<file path="src/spitq_pkg.sv">
// ============================================================================
// spitq_pkg
// Shared types, result codes and helpers for the SPI transfer queue sequencer.
// ============================================================================
`default_nettype none

package spitq_pkg;

    localparam int IN_DATA_W  = 104;
    localparam int OUT_DATA_W = 88;
    localparam int KIND_W     = 3;

    localparam logic OP_ENQUEUE  = 1'b0;
    localparam logic OP_COMPLETE = 1'b1;

    localparam logic [KIND_W-1:0] K_ACCEPTED   = 3'd0;
    localparam logic [KIND_W-1:0] K_REJECTED   = 3'd1;
    localparam logic [KIND_W-1:0] K_START_TX   = 3'd2;
    localparam logic [KIND_W-1:0] K_START_RX   = 3'd3;
    localparam logic [KIND_W-1:0] K_START_TXRX = 3'd4;
    localparam logic [KIND_W-1:0] K_RELEASE    = 3'd5;
    localparam logic [KIND_W-1:0] K_SPURIOUS   = 3'd6;

    typedef struct packed {
        logic [3:0]  cs_index;
        logic        half_duplex;
        logic        has_rx;
        logic        notify;
        logic [31:0] tx_address;
        logic [31:0] rx_address;
        logic [15:0] tx_length;
        logic [15:0] rx_length;
    } desc_t;

    typedef struct packed {
        logic [KIND_W-1:0] kind;
        logic [3:0]        cs_index;
        logic [31:0]       tx_address;
        logic [31:0]       rx_address;
        logic [15:0]       length;
        logic              notify;
        logic              last;
    } res_t;

    typedef struct packed {
        logic capture;
        logic decide;
        logic start_in;
        logic start_mem;
    } cmd_t;

    typedef struct packed {
        logic out_free;
        logic is_enqueue;
        logic full;
        logic empty;
        logic rx_step;
        logic more;
    } status_t;

    function automatic res_t start_cmd(desc_t d, logic rx_phase);
        res_t r;
        r          = '0;
        r.cs_index = d.cs_index;
        r.last     = 1'b1;
        if (!d.half_duplex)
        begin
            r.kind       = K_START_TXRX;
            r.tx_address = d.tx_address;
            r.rx_address = d.rx_address;
            r.length     = d.tx_length;
        end
        else if (!rx_phase)
        begin
            r.kind       = K_START_TX;
            r.tx_address = d.tx_address;
            r.length     = d.tx_length;
        end
        else
        begin
            r.kind       = K_START_RX;
            r.rx_address = d.rx_address;
            r.length     = d.rx_length;
        end
        return r;
    endfunction

endpackage

`default_nettype wire

</file>
<file path="src/spi_transaction_queue_sequencer.sv">
// ============================================================================
// spi_transaction_queue_sequencer
// Ring of SPI transfer descriptors that issues start/release commands and status results.
// ============================================================================
// An item is captured in S_IDLE; its first result is registered in S_DECIDE
//   once the output register is free. An enqueue that starts the new entry
//   adds S_START; a release followed by the next start adds S_READ, a store
//   reread for the registered head read, and S_START. s_tready is high only in S_IDLE.
// Reset: asynchronous, clears indices, count, phase and valid; store untouched.
`default_nettype none

module spi_transaction_queue_sequencer #(
    parameter int QUEUE_DEPTH = 8
) (
    input  wire logic                             clk,
    input  wire logic                             rst_n,
    input  wire logic                             s_tvalid,
    output logic                                  s_tready,
    // cs_index, half_duplex, has_rx, notify, tx_address, rx_address,
    // tx_length, rx_length, zero pad
    input  wire logic [spitq_pkg::IN_DATA_W-1:0]  s_tdata,
    // operation
    input  wire logic                             s_tuser,
    output logic                                  m_tvalid,
    input  wire logic                             m_tready,
    // out_cs_index, out_tx_address, out_rx_address, out_length, out_notify,
    // zero pad
    output logic [spitq_pkg::OUT_DATA_W-1:0]      m_tdata,
    // result_kind
    output logic [spitq_pkg::KIND_W-1:0]          m_tuser,
    output logic                                  m_tlast
);
    import spitq_pkg::*;

    cmd_t    cmd;
    status_t st;
    desc_t   in_desc;
    res_t    out_res;

    assign in_desc.cs_index    = s_tdata[3:0];
    assign in_desc.half_duplex = s_tdata[4];
    assign in_desc.has_rx      = s_tdata[5];
    assign in_desc.notify      = s_tdata[6];
    assign in_desc.tx_address  = s_tdata[38:7];
    assign in_desc.rx_address  = s_tdata[70:39];
    assign in_desc.tx_length   = s_tdata[86:71];
    assign in_desc.rx_length   = s_tdata[102:87];

    spitq_ctrl u_ctrl (
        .clk      (clk),
        .rst_n    (rst_n),
        .in_valid (s_tvalid),
        .in_ready (s_tready),
        .st       (st),
        .cmd      (cmd)
    );

    spitq_dp #(
        .QUEUE_DEPTH (QUEUE_DEPTH)
    ) u_dp (
        .clk       (clk),
        .rst_n     (rst_n),
        .cmd       (cmd),
        .st        (st),
        .in_op     (s_tuser),
        .in_desc   (in_desc),
        .out_valid (m_tvalid),
        .out_ready (m_tready),
        .out_res   (out_res)
    );

    assign m_tdata = {3'b000, out_res.notify, out_res.length, out_res.rx_address,
                      out_res.tx_address, out_res.cs_index};
    assign m_tuser = out_res.kind;
    assign m_tlast = out_res.last;

endmodule

`default_nettype wire

</file>
<file path="src/spitq_ctrl.sv">
// ============================================================================
// spitq_ctrl
// Sequencing state machine: accept, decide, optional reread, optional second result.
// ============================================================================
`default_nettype none

module spitq_ctrl (
    input  wire logic              clk,
    input  wire logic              rst_n,
    input  wire logic              in_valid,
    output logic                   in_ready,
    input  wire spitq_pkg::status_t st,
    output spitq_pkg::cmd_t        cmd
);
    import spitq_pkg::*;

    typedef enum logic [1:0] {
        S_IDLE,
        S_DECIDE,
        S_READ,
        S_START
    } state_t;

    state_t state_reg, state_next;
    logic   src_mem_reg, src_mem_next;

    assign in_ready = (state_reg == S_IDLE);

    always_comb
    begin
        state_next   = state_reg;
        src_mem_next = src_mem_reg;
        cmd          = '0;
        case (state_reg)
            S_IDLE:
            begin
                if (in_valid)
                begin
                    cmd.capture = 1'b1;
                    state_next  = S_DECIDE;
                end
            end
            S_DECIDE:
            begin
                if (st.out_free)
                begin
                    cmd.decide = 1'b1;
                    state_next = S_IDLE;
                    if (st.is_enqueue)
                    begin
                        if (!st.full && st.empty)
                        begin
                            state_next   = S_START;
                            src_mem_next = 1'b0;
                        end
                    end
                    else if (!st.empty && !st.rx_step && st.more)
                    begin
                        state_next = S_READ;
                    end
                end
            end
            S_READ:
            begin
                state_next   = S_START;
                src_mem_next = 1'b1;
            end
            S_START:
            begin
                if (st.out_free)
                begin
                    cmd.start_in  = !src_mem_reg;
                    cmd.start_mem = src_mem_reg;
                    state_next    = S_IDLE;
                end
            end
            default:
            begin
                state_next = S_IDLE;
            end
        endcase
    end

    always_ff @(posedge clk or negedge rst_n)
    begin
        if (!rst_n)
        begin
            state_reg   <= S_IDLE;
            src_mem_reg <= 1'b0;
        end
        else
        begin
            state_reg   <= state_next;
            src_mem_reg <= src_mem_next;
        end
    end

endmodule

`default_nettype wire

</file>
<file path="src/spitq_dp.sv">
// ============================================================================
// spitq_dp
// Descriptor ring, head/tail/count, phase flag and output register.
// ============================================================================
`default_nettype none

module spitq_dp #(
    parameter int QUEUE_DEPTH = 8
) (
    input  wire logic              clk,
    input  wire logic              rst_n,
    input  wire spitq_pkg::cmd_t   cmd,
    output spitq_pkg::status_t     st,
    input  wire logic              in_op,
    input  wire spitq_pkg::desc_t  in_desc,
    output logic                   out_valid,
    input  wire logic              out_ready,
    output spitq_pkg::res_t        out_res
);
    import spitq_pkg::*;

    localparam int IDX_W = (QUEUE_DEPTH > 1) ? $clog2(QUEUE_DEPTH) : 1;
    localparam int CNT_W = $clog2(QUEUE_DEPTH + 1);

    desc_t            desc_mem [QUEUE_DEPTH];
    desc_t            rdata_reg;
    desc_t            in_desc_reg, in_desc_next;
    logic             in_op_reg, in_op_next;
    logic [IDX_W-1:0] head_reg, head_next;
    logic [IDX_W-1:0] tail_reg, tail_next;
    logic [CNT_W-1:0] count_reg, count_next;
    logic             rx_phase_reg, rx_phase_next;
    logic             out_valid_reg, out_valid_next;
    res_t             out_res_reg, out_res_next;
    logic             wr_en;

    function automatic logic [IDX_W-1:0] next_slot(logic [IDX_W-1:0] i);
        return (i == IDX_W'(QUEUE_DEPTH - 1)) ? '0 : i + 1'b1;
    endfunction

    assign out_valid = out_valid_reg;
    assign out_res   = out_res_reg;

    assign st.out_free   = !out_valid_reg || out_ready;
    assign st.is_enqueue = (in_op_reg == OP_ENQUEUE);
    assign st.full       = (count_reg == CNT_W'(QUEUE_DEPTH));
    assign st.empty      = (count_reg == '0);
    assign st.rx_step    = rdata_reg.half_duplex && rdata_reg.has_rx && !rx_phase_reg;
    assign st.more       = (count_reg > CNT_W'(1));

    always_comb
    begin
        in_op_next     = in_op_reg;
        in_desc_next   = in_desc_reg;
        head_next      = head_reg;
        tail_next      = tail_reg;
        count_next     = count_reg;
        rx_phase_next  = rx_phase_reg;
        out_valid_next = out_valid_reg && !out_ready;
        out_res_next   = out_res_reg;
        wr_en          = 1'b0;

        if (cmd.capture)
        begin
            in_op_next   = in_op;
            in_desc_next = in_desc;
        end

        if (cmd.decide)
        begin
            out_valid_next = 1'b1;
            out_res_next   = '0;
            out_res_next.last = 1'b1;
            if (in_op_reg == OP_ENQUEUE)
            begin
                if (st.full)
                begin
                    out_res_next.kind = K_REJECTED;
                end
                else
                begin
                    wr_en             = 1'b1;
                    tail_next         = next_slot(tail_reg);
                    count_next        = count_reg + 1'b1;
                    out_res_next.kind = K_ACCEPTED;
                    out_res_next.last = !st.empty;
                end
            end
            else if (st.empty)
            begin
                out_res_next.kind = K_SPURIOUS;
            end
            else if (st.rx_step)
            begin
                rx_phase_next = 1'b1;
                out_res_next  = start_cmd(rdata_reg, 1'b1);
            end
            else
            begin
                out_res_next.kind     = K_RELEASE;
                out_res_next.cs_index = rdata_reg.cs_index;
                out_res_next.notify   = rdata_reg.notify;
                out_res_next.last     = !st.more;
                head_next             = next_slot(head_reg);
                count_next            = count_reg - 1'b1;
                rx_phase_next         = 1'b0;
            end
        end

        if (cmd.start_in)
        begin
            out_valid_next = 1'b1;
            out_res_next   = start_cmd(in_desc_reg, 1'b0);
        end

        if (cmd.start_mem)
        begin
            out_valid_next = 1'b1;
            out_res_next   = start_cmd(rdata_reg, rx_phase_reg);
        end
    end

    always_ff @(posedge clk)
    begin
        if (wr_en)
        begin
            desc_mem[tail_reg] <= in_desc_reg;
        end
        rdata_reg <= desc_mem[head_reg];
    end

    always_ff @(posedge clk)
    begin
        in_op_reg   <= in_op_next;
        in_desc_reg <= in_desc_next;
        out_res_reg <= out_res_next;
    end

    always_ff @(posedge clk or negedge rst_n)
    begin
        if (!rst_n)
        begin
            head_reg      <= '0;
            tail_reg      <= '0;
            count_reg     <= '0;
            rx_phase_reg  <= 1'b0;
            out_valid_reg <= 1'b0;
        end
        else
        begin
            head_reg      <= head_next;
            tail_reg      <= tail_next;
            count_reg     <= count_next;
            rx_phase_reg  <= rx_phase_next;
            out_valid_reg <= out_valid_next;
        end
    end

endmodule

`default_nettype wire

</file>
<file path="config.mk">
export PLATFORM = sky130hd
export DESIGN_NAME = spi_transaction_queue_sequencer
export DESIGN_NICKNAME = d
export VERILOG_FILES = /design/src/spitq_pkg.sv /design/src/spi_transaction_queue_sequencer.sv /design/src/spitq_ctrl.sv /design/src/spitq_dp.sv
export SDC_FILE = /design/constraint.sdc
export NUM_CORES = 1
export LEC_CHECK = 0
export BUFFER_PORTS_ARGS = -buffer_cell sky130_fd_sc_hd__clkbuf_2
export CORE_MARGIN = 1.5
export CORE_UTILIZATION = 45
export CTS_CLUSTER_DIAMETER = 40
export DETAILED_ROUTE_END_ITERATION = 10
export PLACE_DENSITY_LB_ADDON = 0.15
export SKIP_CTS_REPAIR_TIMING = 1
export SLEW_MARGIN = 20
export SYNTH_ARGS = -nofsm -noshare
export SYNTH_HDL_FRONTEND = slang
export SYNTH_HIERARCHICAL = 1
export SYNTH_SLANG_ARGS = --single-unit
</file>
<file path="constraint.sdc">
create_clock -name clk -period 12.2 [get_ports clk]
set_clock_uncertainty 0.2 [all_clocks]
set_input_delay 1.83 -clock clk [delete_from_list [all_inputs] [get_ports clk]]
set_output_delay 1.83 -clock clk [all_outputs]
set_load 0.03 [all_outputs]
</file>
== Yosys cells after proc, flatten, opt, wreduce, memory -nomap -nowiden ==
Memory sizes are Yosys's and may differ from the RTL's. A register that Yosys moved wholly into a read port is not among the register bits.
Cells that the tools add are included.
Cells by class
  add/subtract/negate cells: 4
  $lt $le $gt $ge: 1
  equality and inequality tests: 14
  multiplexer cells: 56
  bitwise logic cells: 4
  reduce and logical (&&, ||, !) cells: 26
Operator list (count)
  89-bit two-way mux: 3
  80-bit two-way mux: 2
  32-bit two-way mux: 3
  86-bit two-way mux: 1
  85-bit two-way mux: 1
  48-bit two-way mux: 1
  16-bit two-way mux: 2
  3-bit two-way mux: 7
  1-bit two-way mux: 20
  2-bit two-way mux: 9
  4-bit two-way mux: 4
  2-bit inequality test, second input constant: 6
  4-bit AND reduction: 3
  3-bit AND reduction: 3
  1-bit zero test: 8
  2-bit case mux with 4 select lines: 1
  7-bit two-way mux: 1
  3-bit by 1-bit adder with 3-bit output, second input constant: 2
  3-bit equality test, second input constant: 2
  1-bit logical AND: 6
  4-bit by 1-bit adder with 4-bit output, second input constant: 1
  2-bit equality test, second input constant: 2
  4-bit equality test, second input constant: 1
  4-bit by 1-bit > comparator with 1-bit output, second input constant: 1
  11 further kinds: 15
Word-level totals
  bits in registers: 208
  bits in writable memories: 824
  input port bits: 109
  output and inout port bits: 94
  logic and storage cells: 129
  memories: 1
Memory list
  u_dp.desc_mem: depth 8, width 103, read ports 1, clocked after Yosys merged registers in 1, wr ports 1, line spitq_dp.sv:25  | desc_t desc_mem [QUEUE_DEPTH];

== Depth between registers and ports, before layout ==
Gate-level depths: netlist of run 1.
  depth after elaboration: 9
  mapped depth: 10
  gate-level depth less buffers: 7

== Hierarchy ==
The synthesis of run 1 kept the hierarchy.
By module, submodules not included
  spitq_dp: times used 1, cells an instance 1757, area each 41392.2 um2, sequential area each 32881.5 um2
  spitq_ctrl: times used 1, cells an instance 20, area each 190.2 um2, sequential area each 75.1 um2
  spi_transaction_queue_sequencer: times used 1, cells an instance 4, area each 26.3 um2, sequential area each 0.0 um2

== Least setup slack after synthesis of run 1 ==
OpenSTA, ideal clock, no wires.
  path type: input -> register
  start: input port m_tready
  end: memory u_dp/desc_mem[1][0] (netlist bit) (enable)
  library setup time: 0.854 ns
  data arrival time: 13.304 ns
  required time: 11.146 ns
  slack: -2.158 ns
  stages: 7
  path buffers: 1
  cells stage by stage: nand2b_1 nand2_1 nor2_1 nor2b_1 nand2b_1 buf_2 nor4b_1
RTL lines
  from (decl): line spi_transaction_queue_sequencer.sv:25  | input wire logic m_tready,
  to (decl): line spitq_dp.sv:25

==> metrics, run 1 <==
combinational family with the most area after synthesis multiplexers; Die ar. 94300 um^2; register area 33000 um^2; XOR/XNOR Fraction of Synth Area 0.000421; Post-Syn Instances 1781; R2R cell count 8; Synth top area share 0.733; Max Cap Violations 0; Final Hold Vio Count 0; WS Path Type in2reg; top post-synthesis cells by area edfxtp_1, mux4_2, dfxtp_1; CP arrival approximately 5800 ps; number of global-route vias before repair 20098; Die Span X 307 um; initial antenna violation count 5; vias 18459; #FFs+latches synth 1135; post-layout minimum cycle time 5640 ps; Crit Path Max Fanout just under 50; Synth Area in Compound Gates 0.0239; adder and majority cell fraction of the synthesized area 0.00241; CORE AREA 91700 um^2; share of cells above drive strength 1 0.375; H-tree Lvls 4; number of flip-flops in the largest register 824; diode count 0; Clock Path Buffers 3; via/cell ratio 5.48; Detailed Place HPWL 43.3 mm; CP Capture Type flop; mux contribution to synthesized area 0.157; clk_lat worst skew 710 ps; TritonCTS Sinks 1135; number of synthesized flops with an enable pin roughly 1000; Max-Slew Margin vs Limit 0.246; RSZ-0062 raised after global routing false; largest net degree at the start of global routing 104; Post-synth ARST share 0.0132; Critical Path End u_dp/desc_mem[6][16]; detailed-route DRC error count 0; synth warn 6; Synth cell types 58; Setup Total Neg Slack 0 ps; First-pass DRT Iterations 5; worst setup margin 6560 ps; Synth-to-Final Area Change 17.1%; Pwr per Cell Area ~260 nW/um^2; post-place setup slack approximately 5700 ps; Slew Viols, Final 0; Hold WS 320 ps; row cnt 111; fillcell total ~7100; Lkg Pwr 16.5 nW; # nets final 2182; Critical path origin m_tready; Die Span Y ~310 um; synthesized area 41600 um^2; f_max 177 MHz; I/O pins 203; port buffer count 198; CP required around 12000 ps; sequential share of the synthesized area 0.792; Worst Tran Pin Value 1130 ps; first-pass GRT wire length 129 mm; Global Route Usage Sum 0.188; post-synth top area cell edfxtp_1; endpoints failing setup 0; 1st-iter DRT viols 1447; Reg2Reg Launch Point u_dp/out_valid; ys flop type edfxtp_1; Final Cycle Share 0.462; Clock Pin Slew Worst Setup and Hold Paths approximately 60 ps; Syn Area/Cell roughly 23 um^2; status finished clean; drt total wl 86.8 mm; multi-input logic area between 8000 and 9000 um^2; Peak VDD IR 180 uV; Initial Util 0.454; Startpoint Class primary input; Hold Path Class reg2reg; CTS tree built; gr ovfl total 0; Routed Antenna Nets 0; FF-to-FF End u_dp/desc_mem[6][16]; CTS Buf Count 146; RD Place Congestion 0.729; worst min-delay path startpoint u_dp/rdata_reg[35]; Post-Synth Simple-Gate Area 0.00851; root buffer cell clkbuf_16; total power about 13 mW; Routed WL per cell 25.8 um; R2R Setup Slk between 7000 and 8000 ps
-- worst min-delay path by stage --
stage	slack [ps]	cells past startpoint	to
after floorplan	290	2	u_dp/out_res[1]
after global placement	300	1	u_dp/out_res[18]
after detailed placement	300	1	u_dp/out_res[42]
after CTS	320	1	u_dp/out_res[42]
after global routing	330	1	u_dp/out_res[66]
final	320	1	u_dp/out_res[21]
-- cells in the mapped netlist, drive strengths merged, types with 3 or more instances --
| library cell | instances |
|---|---|
| nor2b | 4 |
| and2 | 3 |
| nor3b | 3 |
| o21ai | 24 |
| nand3 | 3 |
| inv | 7 |
| clkbuf | 28 |
| a22oi | 18 |
| a21o | 4 |
| dfrtp | 15 |
| edfxtp | 1015 |
| nand2 | 14 |
| a22o | 69 |
| mux2 | 125 |
| buf | 63 |
| ha | 8 |
| dfxtp | 105 |
| nand2b | 4 |
| nor2 | 12 |
| mux2i | 16 |
| nor3 | 5 |
| mux4 | 206 |
-- layout by cell type (no fill, tap or decap), drive strengths merged, types with 2 or more instances in the layout --
cell | netlist | layout
nor3 | 5 | 5
a21o | 4 | 4
nor4b | 2 | 2
dfrtp | 15 | 15
dfxtp | 105 | 105
bufinv | 0 | 11
clkinvlp | 0 | 21
inv | 7 | 22
mux2 | 125 | 125
xnor2 | 2 | 2
nor2 | 12 | 12
and2 | 3 | 3
a211oi | 2 | 2
a22oi | 18 | 18
clkbuf | 28 | 380
nand3 | 3 | 3
ha | 8 | 8
o21ai | 24 | 24
clkinv | 0 | 36
nand3b | 2 | 2
nand2 | 14 | 14
o22ai | 2 | 2
edfxtp | 1015 | 1015
mux4 | 206 | 206
nor3b | 3 | 3
mux2i | 16 | 16
and3b | 2 | 2
a22o | 69 | 69
conb | 1 | 3
nor2b | 4 | 4
nand2b | 4 | 4
a21oi | 2 | 2
buf | 63 | 28
-- area by class of cell --
type                       count  share of cell area
clock inverter                83              0.0174
sequential                  1135               0.677
tap                         1186              0.0305
clock buffer                 182              0.0834
multi-input combinational    549               0.166
timing repair buffer         226              0.0259
inverter                       7            0.000539
-- metal layers --
metal	routed length [um]	track usage	vias to the layer above
met5	63	0	-
met4	2040	0.0621	10
met3	3880	0.0396	149
met2	43900	0.319	394
met1	36900	0.242	9867
li1	-	-	8039
-- critical path, cell delays in order --
cell and delay (ps):
clkbuf_2 70, nand2b_1 140, nand2_1 160, nor2_1 320, nor2b_1 320, nand3b_1 310
nor3b_2 790, buf_4 890, buf_4 840
-- cell families after synthesis --
| logic type | count (synthesis) |
|---|---|
| DFF | 1135 |
| muxes | 347 |
| AOI/OAI and AO/OA | 128 |
| buffers and inverters | 99 |
| and+or+nand+nor | 61 |
| adders and majority gates | 8 |
| xor gates and xnor gates | 2 |
| other | 1 |
-- stage by stage --
step	instance area (um^2)	utilization	instances
floorplan	41600	-	1783
detailed placement	43800	0.478	3103
global route	48700	0.532	3368
finish	48700	0.532	3368
CTS	48700	0.532	3368
global placement	43800	0.478	3103
-- where the power goes --
part,internal [mW],switching (mW)
Combinational,1.31,1.47
Clock,2.61,1.62
Sequential,5.07,0.465
Total,9.00,3.56
(Power assumes the default switching activity.)
==> run 2: changes to the inputs <==
==> constraint.sdc (replaced) <==
create_clock -name clk -period 4.6 [get_ports clk]
set_clock_uncertainty 0.2 [all_clocks]
set_input_delay 0.69 -clock clk [delete_from_list [all_inputs] [get_ports clk]]
set_output_delay 0.69 -clock clk [all_outputs]
set_load 0.03 [all_outputs]
==> run 2 against run 1 <==
Net effect:
- register-to-register slack got worse by 6000 ps
- critical path depth down 3
- sequential share of layout area fell by 1.8 points
- utilization is 1.5 points higher
- die area unchanged
- sequential power grew to 2.7 times the previous value
- clock power grew to 2.6 times the previous value
- first-iteration DRC count decreased by 1.5%
- design area is 2.8% higher
==> metrics, run 2 (synthesis gave the netlist of run 1 again) <==
Slew Viols, Final 0; Die Span X 307 um; Detailed Place HPWL 44.4 mm; worst setup margin 1410 ps; Pwr per Cell Area 670 nW/um^2; total power about 34 mW; diode count 0; # nets final about 2300; R2R Setup Slk 1410 ps; worst min-delay path startpoint s_tdata[60]; port buffer count 198; Placed Instances ~3100; slowest stage delay, CP 840 ps; Startpoint Class flop; TritonCTS Sinks 1135; CP required 4790 ps; Routed Antenna Nets 0; FF-to-FF End u_dp/desc_mem[5][48]; CP Capture Type flop; status finished clean; fillcell total slightly below 7000; initial antenna violation count 1; H-tree Lvls 4; Reg2Reg Launch Point u_dp/count_reg[1]; Hold Crit Depth 1; post-layout minimum cycle time roughly 3200 ps; largest net degree at the start of global routing 104; CTS Buf Count approximately 150; Clock Path Buffers 3; CP arrival ~3400 ps; Routed WL per cell 25.1 um; Min-Delay Endpoint u_dp/in_desc_reg[53]; post-place setup slack approximately 1100 ps; root buffer cell clkbuf_16; Non-Filler Instances 3490; fin util 0.546; detailed-route DRC error count 0; via/cell ratio 5.45; Peak VDD IR 446 uV; CTS tree built; Synth-to-Final Area Change 20.4%; Max Cap Violations 0; Final Hold Vio Count 0; vias 19010; Crit Path Max Fanout 27; Worst Tran Pin Value 1130 ps; Initial Util 0.454; WS Path Type reg2reg; placed inst area 44200 um^2; Setup Total Neg Slack 0 ps; number of global-route vias before repair approximately 20000; design area 50100 um^2; I/O pins about 200; Global Route Usage Sum 0.188; Max-Slew Margin vs Limit 0.246; number of flip-flops in the largest register 824; row cnt 111; most common cell after layout, fill and taps aside edfxtp_1; endpoints failing setup 0; gr ovfl total 0; Die ar. 94300 um^2; share of cells above drive strength 1 0.359; Clock Pin Slew Worst Setup and Hold Paths ~50 ps; most frequent cells in the layout edfxtp_1, mux4_2, clkbuf_2, clkbuf_16, dfxtp_1; CORE AREA 91700 um^2; drt total wl 87.5 mm; R2R cell count 6; RD Place Congestion 0.727; slowest stage cell, crit path nor3_4; Hold WS 35.7 ps; First-pass DRT Iterations 5; Hold Path Class in2reg; f_max 314 MHz; 1st-iter DRT viols 1425; Lkg Pwr 17.1 nW; RSZ-0062 raised after global routing false; first-pass GRT wire length around 130 mm; Die Span Y 307 um; clk_lat worst skew 730 ps; CP Cell Sequence inv_1 -> ha_1 -> and3b_1 -> nand2b_1 -> nor3_4 -> buf_12; Final Cycle Share 0.693
==> run 2: changes by cell type in the layout (fill, tap and decap cells not counted), sizes merged <==
cell,before,now
dlygate4sd3,0,102
clkinvlp,21,7
buf,28,41
inv,22,36
clkbuf,380,381
clkinv,36,42
==> run 2: worst max-delay path, delay by kind of cell (launching register included) <==
family | cells | cell delay, ps
buffers and inverters | 2 | 470
DFF | 1 | 420
and+or+nand+nor | 3 | 1510
adders and majority gates | 1 | 240
==> run 2: worst max-delay path by stage <==
stage	startpoint	endpoint	slack, ps	depth (start not counted)
finish	u_dp/count_reg[1]	u_dp/desc_mem[5][48]	1410	6
global route	u_dp/count_reg[1]	u_dp/desc_mem[4][49]	1300	6
CTS	u_dp/count_reg[1]	u_dp/desc_mem[5][48]	1400	6
detailed placement	m_tready	u_dp/desc_mem[5][48]	1140	8
global placement	m_tready	u_dp/desc_mem[5][70]	1150	8
floorplan	m_tready	u_dp/desc_mem[1][0]	-810	7
==> run 2: power by group <==
| part | switching [mW] | internal (mW) |
|---|---|---|
| combinational | 3.91 | 3.71 |
| sequential | 1.33 | 13.4 |
| clock | 4.40 | 6.76 |
==> run 2: final cells by class <==
cell class	instances	area, um^2	area share
clock buffer	183	3910	0.0780
clock inverter	89	945	0.0189
inverter	7	26.3	0.000525
multi-input combinational	549	8160	0.163
sequential	1135	33000	0.658
tap	1186	1480	0.0296
timing repair buffer	341	2590	0.0518
==> run 2: routing by layer <==
metal / routed length [um] / global-route usage / vias up
met5: 7 / 0 / -
met4: 1860 / 0.0588 / 2
met3: 3670 / 0.0356 / 148
met2: 44300 / 0.316 / 459
met1: 37700 / 0.250 / 10128
li1: - / - / 8273
==> run 3: changes to the inputs <==
--- a/config.mk
+++ b/config.mk
@@ -5,6 +5,7 @@
 export SDC_FILE = /design/constraint.sdc
 export NUM_CORES = 1
 export LEC_CHECK = 0
+export ABC_AREA = 1
 export BUFFER_PORTS_ARGS = -buffer_cell sky130_fd_sc_hd__clkbuf_2
 export CORE_MARGIN = 1.5
 export CORE_UTILIZATION = 45
==> constraint.sdc (replaced) <==
create_clock -name clk -period 3.25 [get_ports clk]
set_clock_uncertainty 0.2 [all_clocks]
set_input_delay 0.4875 -clock clk [delete_from_list [all_inputs] [get_ports clk]]
set_output_delay 0.4875 -clock clk [all_outputs]
set_load 0.03 [all_outputs]
==> run 3 against run 2 <==
Net effect:
- synthesized cell count up 92%
- combinational power increased by 67%
- design area grew 4.3%
- sequential cell count stayed put
- largest cell class unchanged
==> metrics, run 3 <==
slowest stage cell, crit path nor3_4; initial antenna violation count 1; highest metal used met4; Lkg Pwr 18.7 nW; design area 52200 um^2; P_sw 17.2 mW; CP required 3630 ps; R2R Setup Slk 590 ps; endpoints failing setup 0; number of synthesized flops with an enable pin 1015; row cnt ~110; RSZ-0062 raised after global routing false; Max Cap Violations 0; Peak VDD IR ~690 uV; synth warn 6; Startpoint Class primary input; root buffer cell clkbuf_16; via/cell ratio about 5.2; I/O pins 203; Detailed Place HPWL 52.3 mm; 1st-iter DRT viols approximately 2300; RD Place Congestion 0.769; # nets final 3860; DRT met1 WL about 47 mm; Post-synth ARST share 0.0132; Initial Util 0.454; Final Hold Vio Count 0; TritonCTS Sinks around 1100; placed inst area roughly 46000 um^2; diode count 0; CP bufs+invs 5; total power 50.6 mW; Post-Syn Instances 3421; post-synth top area cell edfxtp_1; most common cell after layout, fill and taps aside edfxtp_1; number of flip-flops in the largest register 824; Die Span Y 313 um; met2 WL 48.3 mm; synth cell count leaders edfxtp_1, nor2_1, nand2_1; Die Span X roughly 310 um; Hold Path Class in2reg; clock power share 0.341; Synth-to-Final Area Change 21.0%; CP Cell Sequence dlygate4sd3_1 -> clkbuf_2 -> inv_1 -> nand2_1 -> nand2_2 -> inv_1 -> nand2_1 -> nor2_1 -> nor2_1 -> inv_1 -> nor3_4 -> nand3_1 -> nand2_1; Crit Path Max Fanout 16; slowest stage delay, CP 700 ps; CP top delay family simple AND/OR/NAND/NOR gates; Setup Total Neg Slack 0 ps; Routed WL per cell ~20 um; sequential power share 0.408; Gate power share 0.251; Clock Pin Slew Worst Setup and Hold Paths about 50 ps; CP Capture Type flop; f_max 358 MHz; top post-synthesis cells by area edfxtp_1, nor2_1, dfxtp_1; Routed Antenna Nets 0; post-layout minimum cycle time roughly 2800 ps; sequential share of the synthesized area 0.764; CORE AREA 95000 um^2; ys flop type edfxtp_1; DR WL met3 between 5 and 6 mm; Global Route Usage Sum 0.211; CTS Buf Count roughly 150; #FFs+latches synth 1135; clk_lat worst skew 730 ps; Final Cycle Share 0.860; Max-Slew Margin vs Limit 0.390; number of global-route vias before repair 25609; Synth cell types 30; First-pass DRT Iterations 5; Synth top area share 0.706; H-tree Lvls 4; CP arrival 3180 ps; synthesized area 43200 um^2; share of cells above drive strength 1 0.144; Slew Viols, Final 0; WS Path Type in2reg; vias 26719; P_int 33.4 mW; Switching Fraction 0.341; status finished clean; Die ar. 97800 um^2; gr ovfl total 0; Clock Path Buffers 3; most frequent cells in the layout edfxtp_1, nor2_1, nand2_1, o21ai_0, o21ai_1; first-pass GRT wire length 156 mm; detailed-route DRC error count 0; CTS tree built; Syn Area/Cell 12.6 um^2; drt total wl between 100 and 150 mm; largest net degree at the start of global routing approximately 140; port buffer count 198; most common cell in the synthesized netlist edfxtp_1; Worst Tran Pin Value around 900 ps; Pwr per Cell Area 969 nW/um^2
==> run 3: layer usage <==
metal / track usage / up-vias
met5: 0 / -
met4: 0.0590 / 0
met3: 0.0361 / 147
met2: 0.333 / 703
met1: 0.304 / 13090
li1: - / 12779
==> run 3: worst paths after layout <==
path	startpoint	end	depth (start not counted)
min	s_tvalid	u_ctrl/state_reg[0]	5
min in group asynchronous	rst_n	u_dp/out_valid	2
min reg2reg	u_dp/rdata_reg[96]	u_dp/out_res[1]	2
max reg2reg	u_dp/out_valid	u_dp/out_res[5]	10
max	m_tready	u_dp/out_res[5]	13
max in group asynchronous	rst_n	u_dp/head_reg[1]	2
==> run 3: cell type report <==
type,instances,area (um^2)
Fill cell,7827,42800
Sequential cell,1135,33000
Multi-Input combinational cell,2030,9050
Clock buffer,180,4090
Timing Repair Buffer,371,3010
Tap cell,1265,1580
Clock inverter,102,1290
Inverter,53,226
==> run 3: worst min-delay path: stages <==
cell	delay [ps]
clkbuf_2	220
inv_12	100
nand2_1	50
nand2_1	60
a21oi_1	40
==> run 3: power by group through the flow <==
stage                     registers [mW]  clock network, mW  logic, mW
final                               20.6               17.3       12.7
after global routing                20.9               18.2       14.3
after CTS                           20.7               17.6       12.8
after detailed placement            20.9                  0       12.7
after global placement              20.9                  0       12.6
after floorplan                     21.3                  0       7.89
==> run 3: stage by stage <==
step / setup WS, ps / cells / utilization / hold WS, ps
floorplan: -382 / 3423 / - / -8.09
finish: 456 / 5136 / 0.550 / 78.9
detailed placement: 279 / 4748 / 0.482 / 248
global route: 250 / 5136 / 0.550 / 74.6
global placement: 291 / 4748 / 0.482 / 246
CTS: 501 / 5030 / 0.538 / -546
==> run 3: kinds of logic after synthesis <==
family,count (synthesis),share of synthesized area
AND/OR/NAND/NOR,1262,0.113
flip-flops,1135,0.764
AO/OA/AOI/OAI,754,0.0912
buffers and inverters,258,0.0293
adder cells (fa/ha/maj),8,0.00232
XOR/XNOR,3,0.000609
other,1,0.0000869
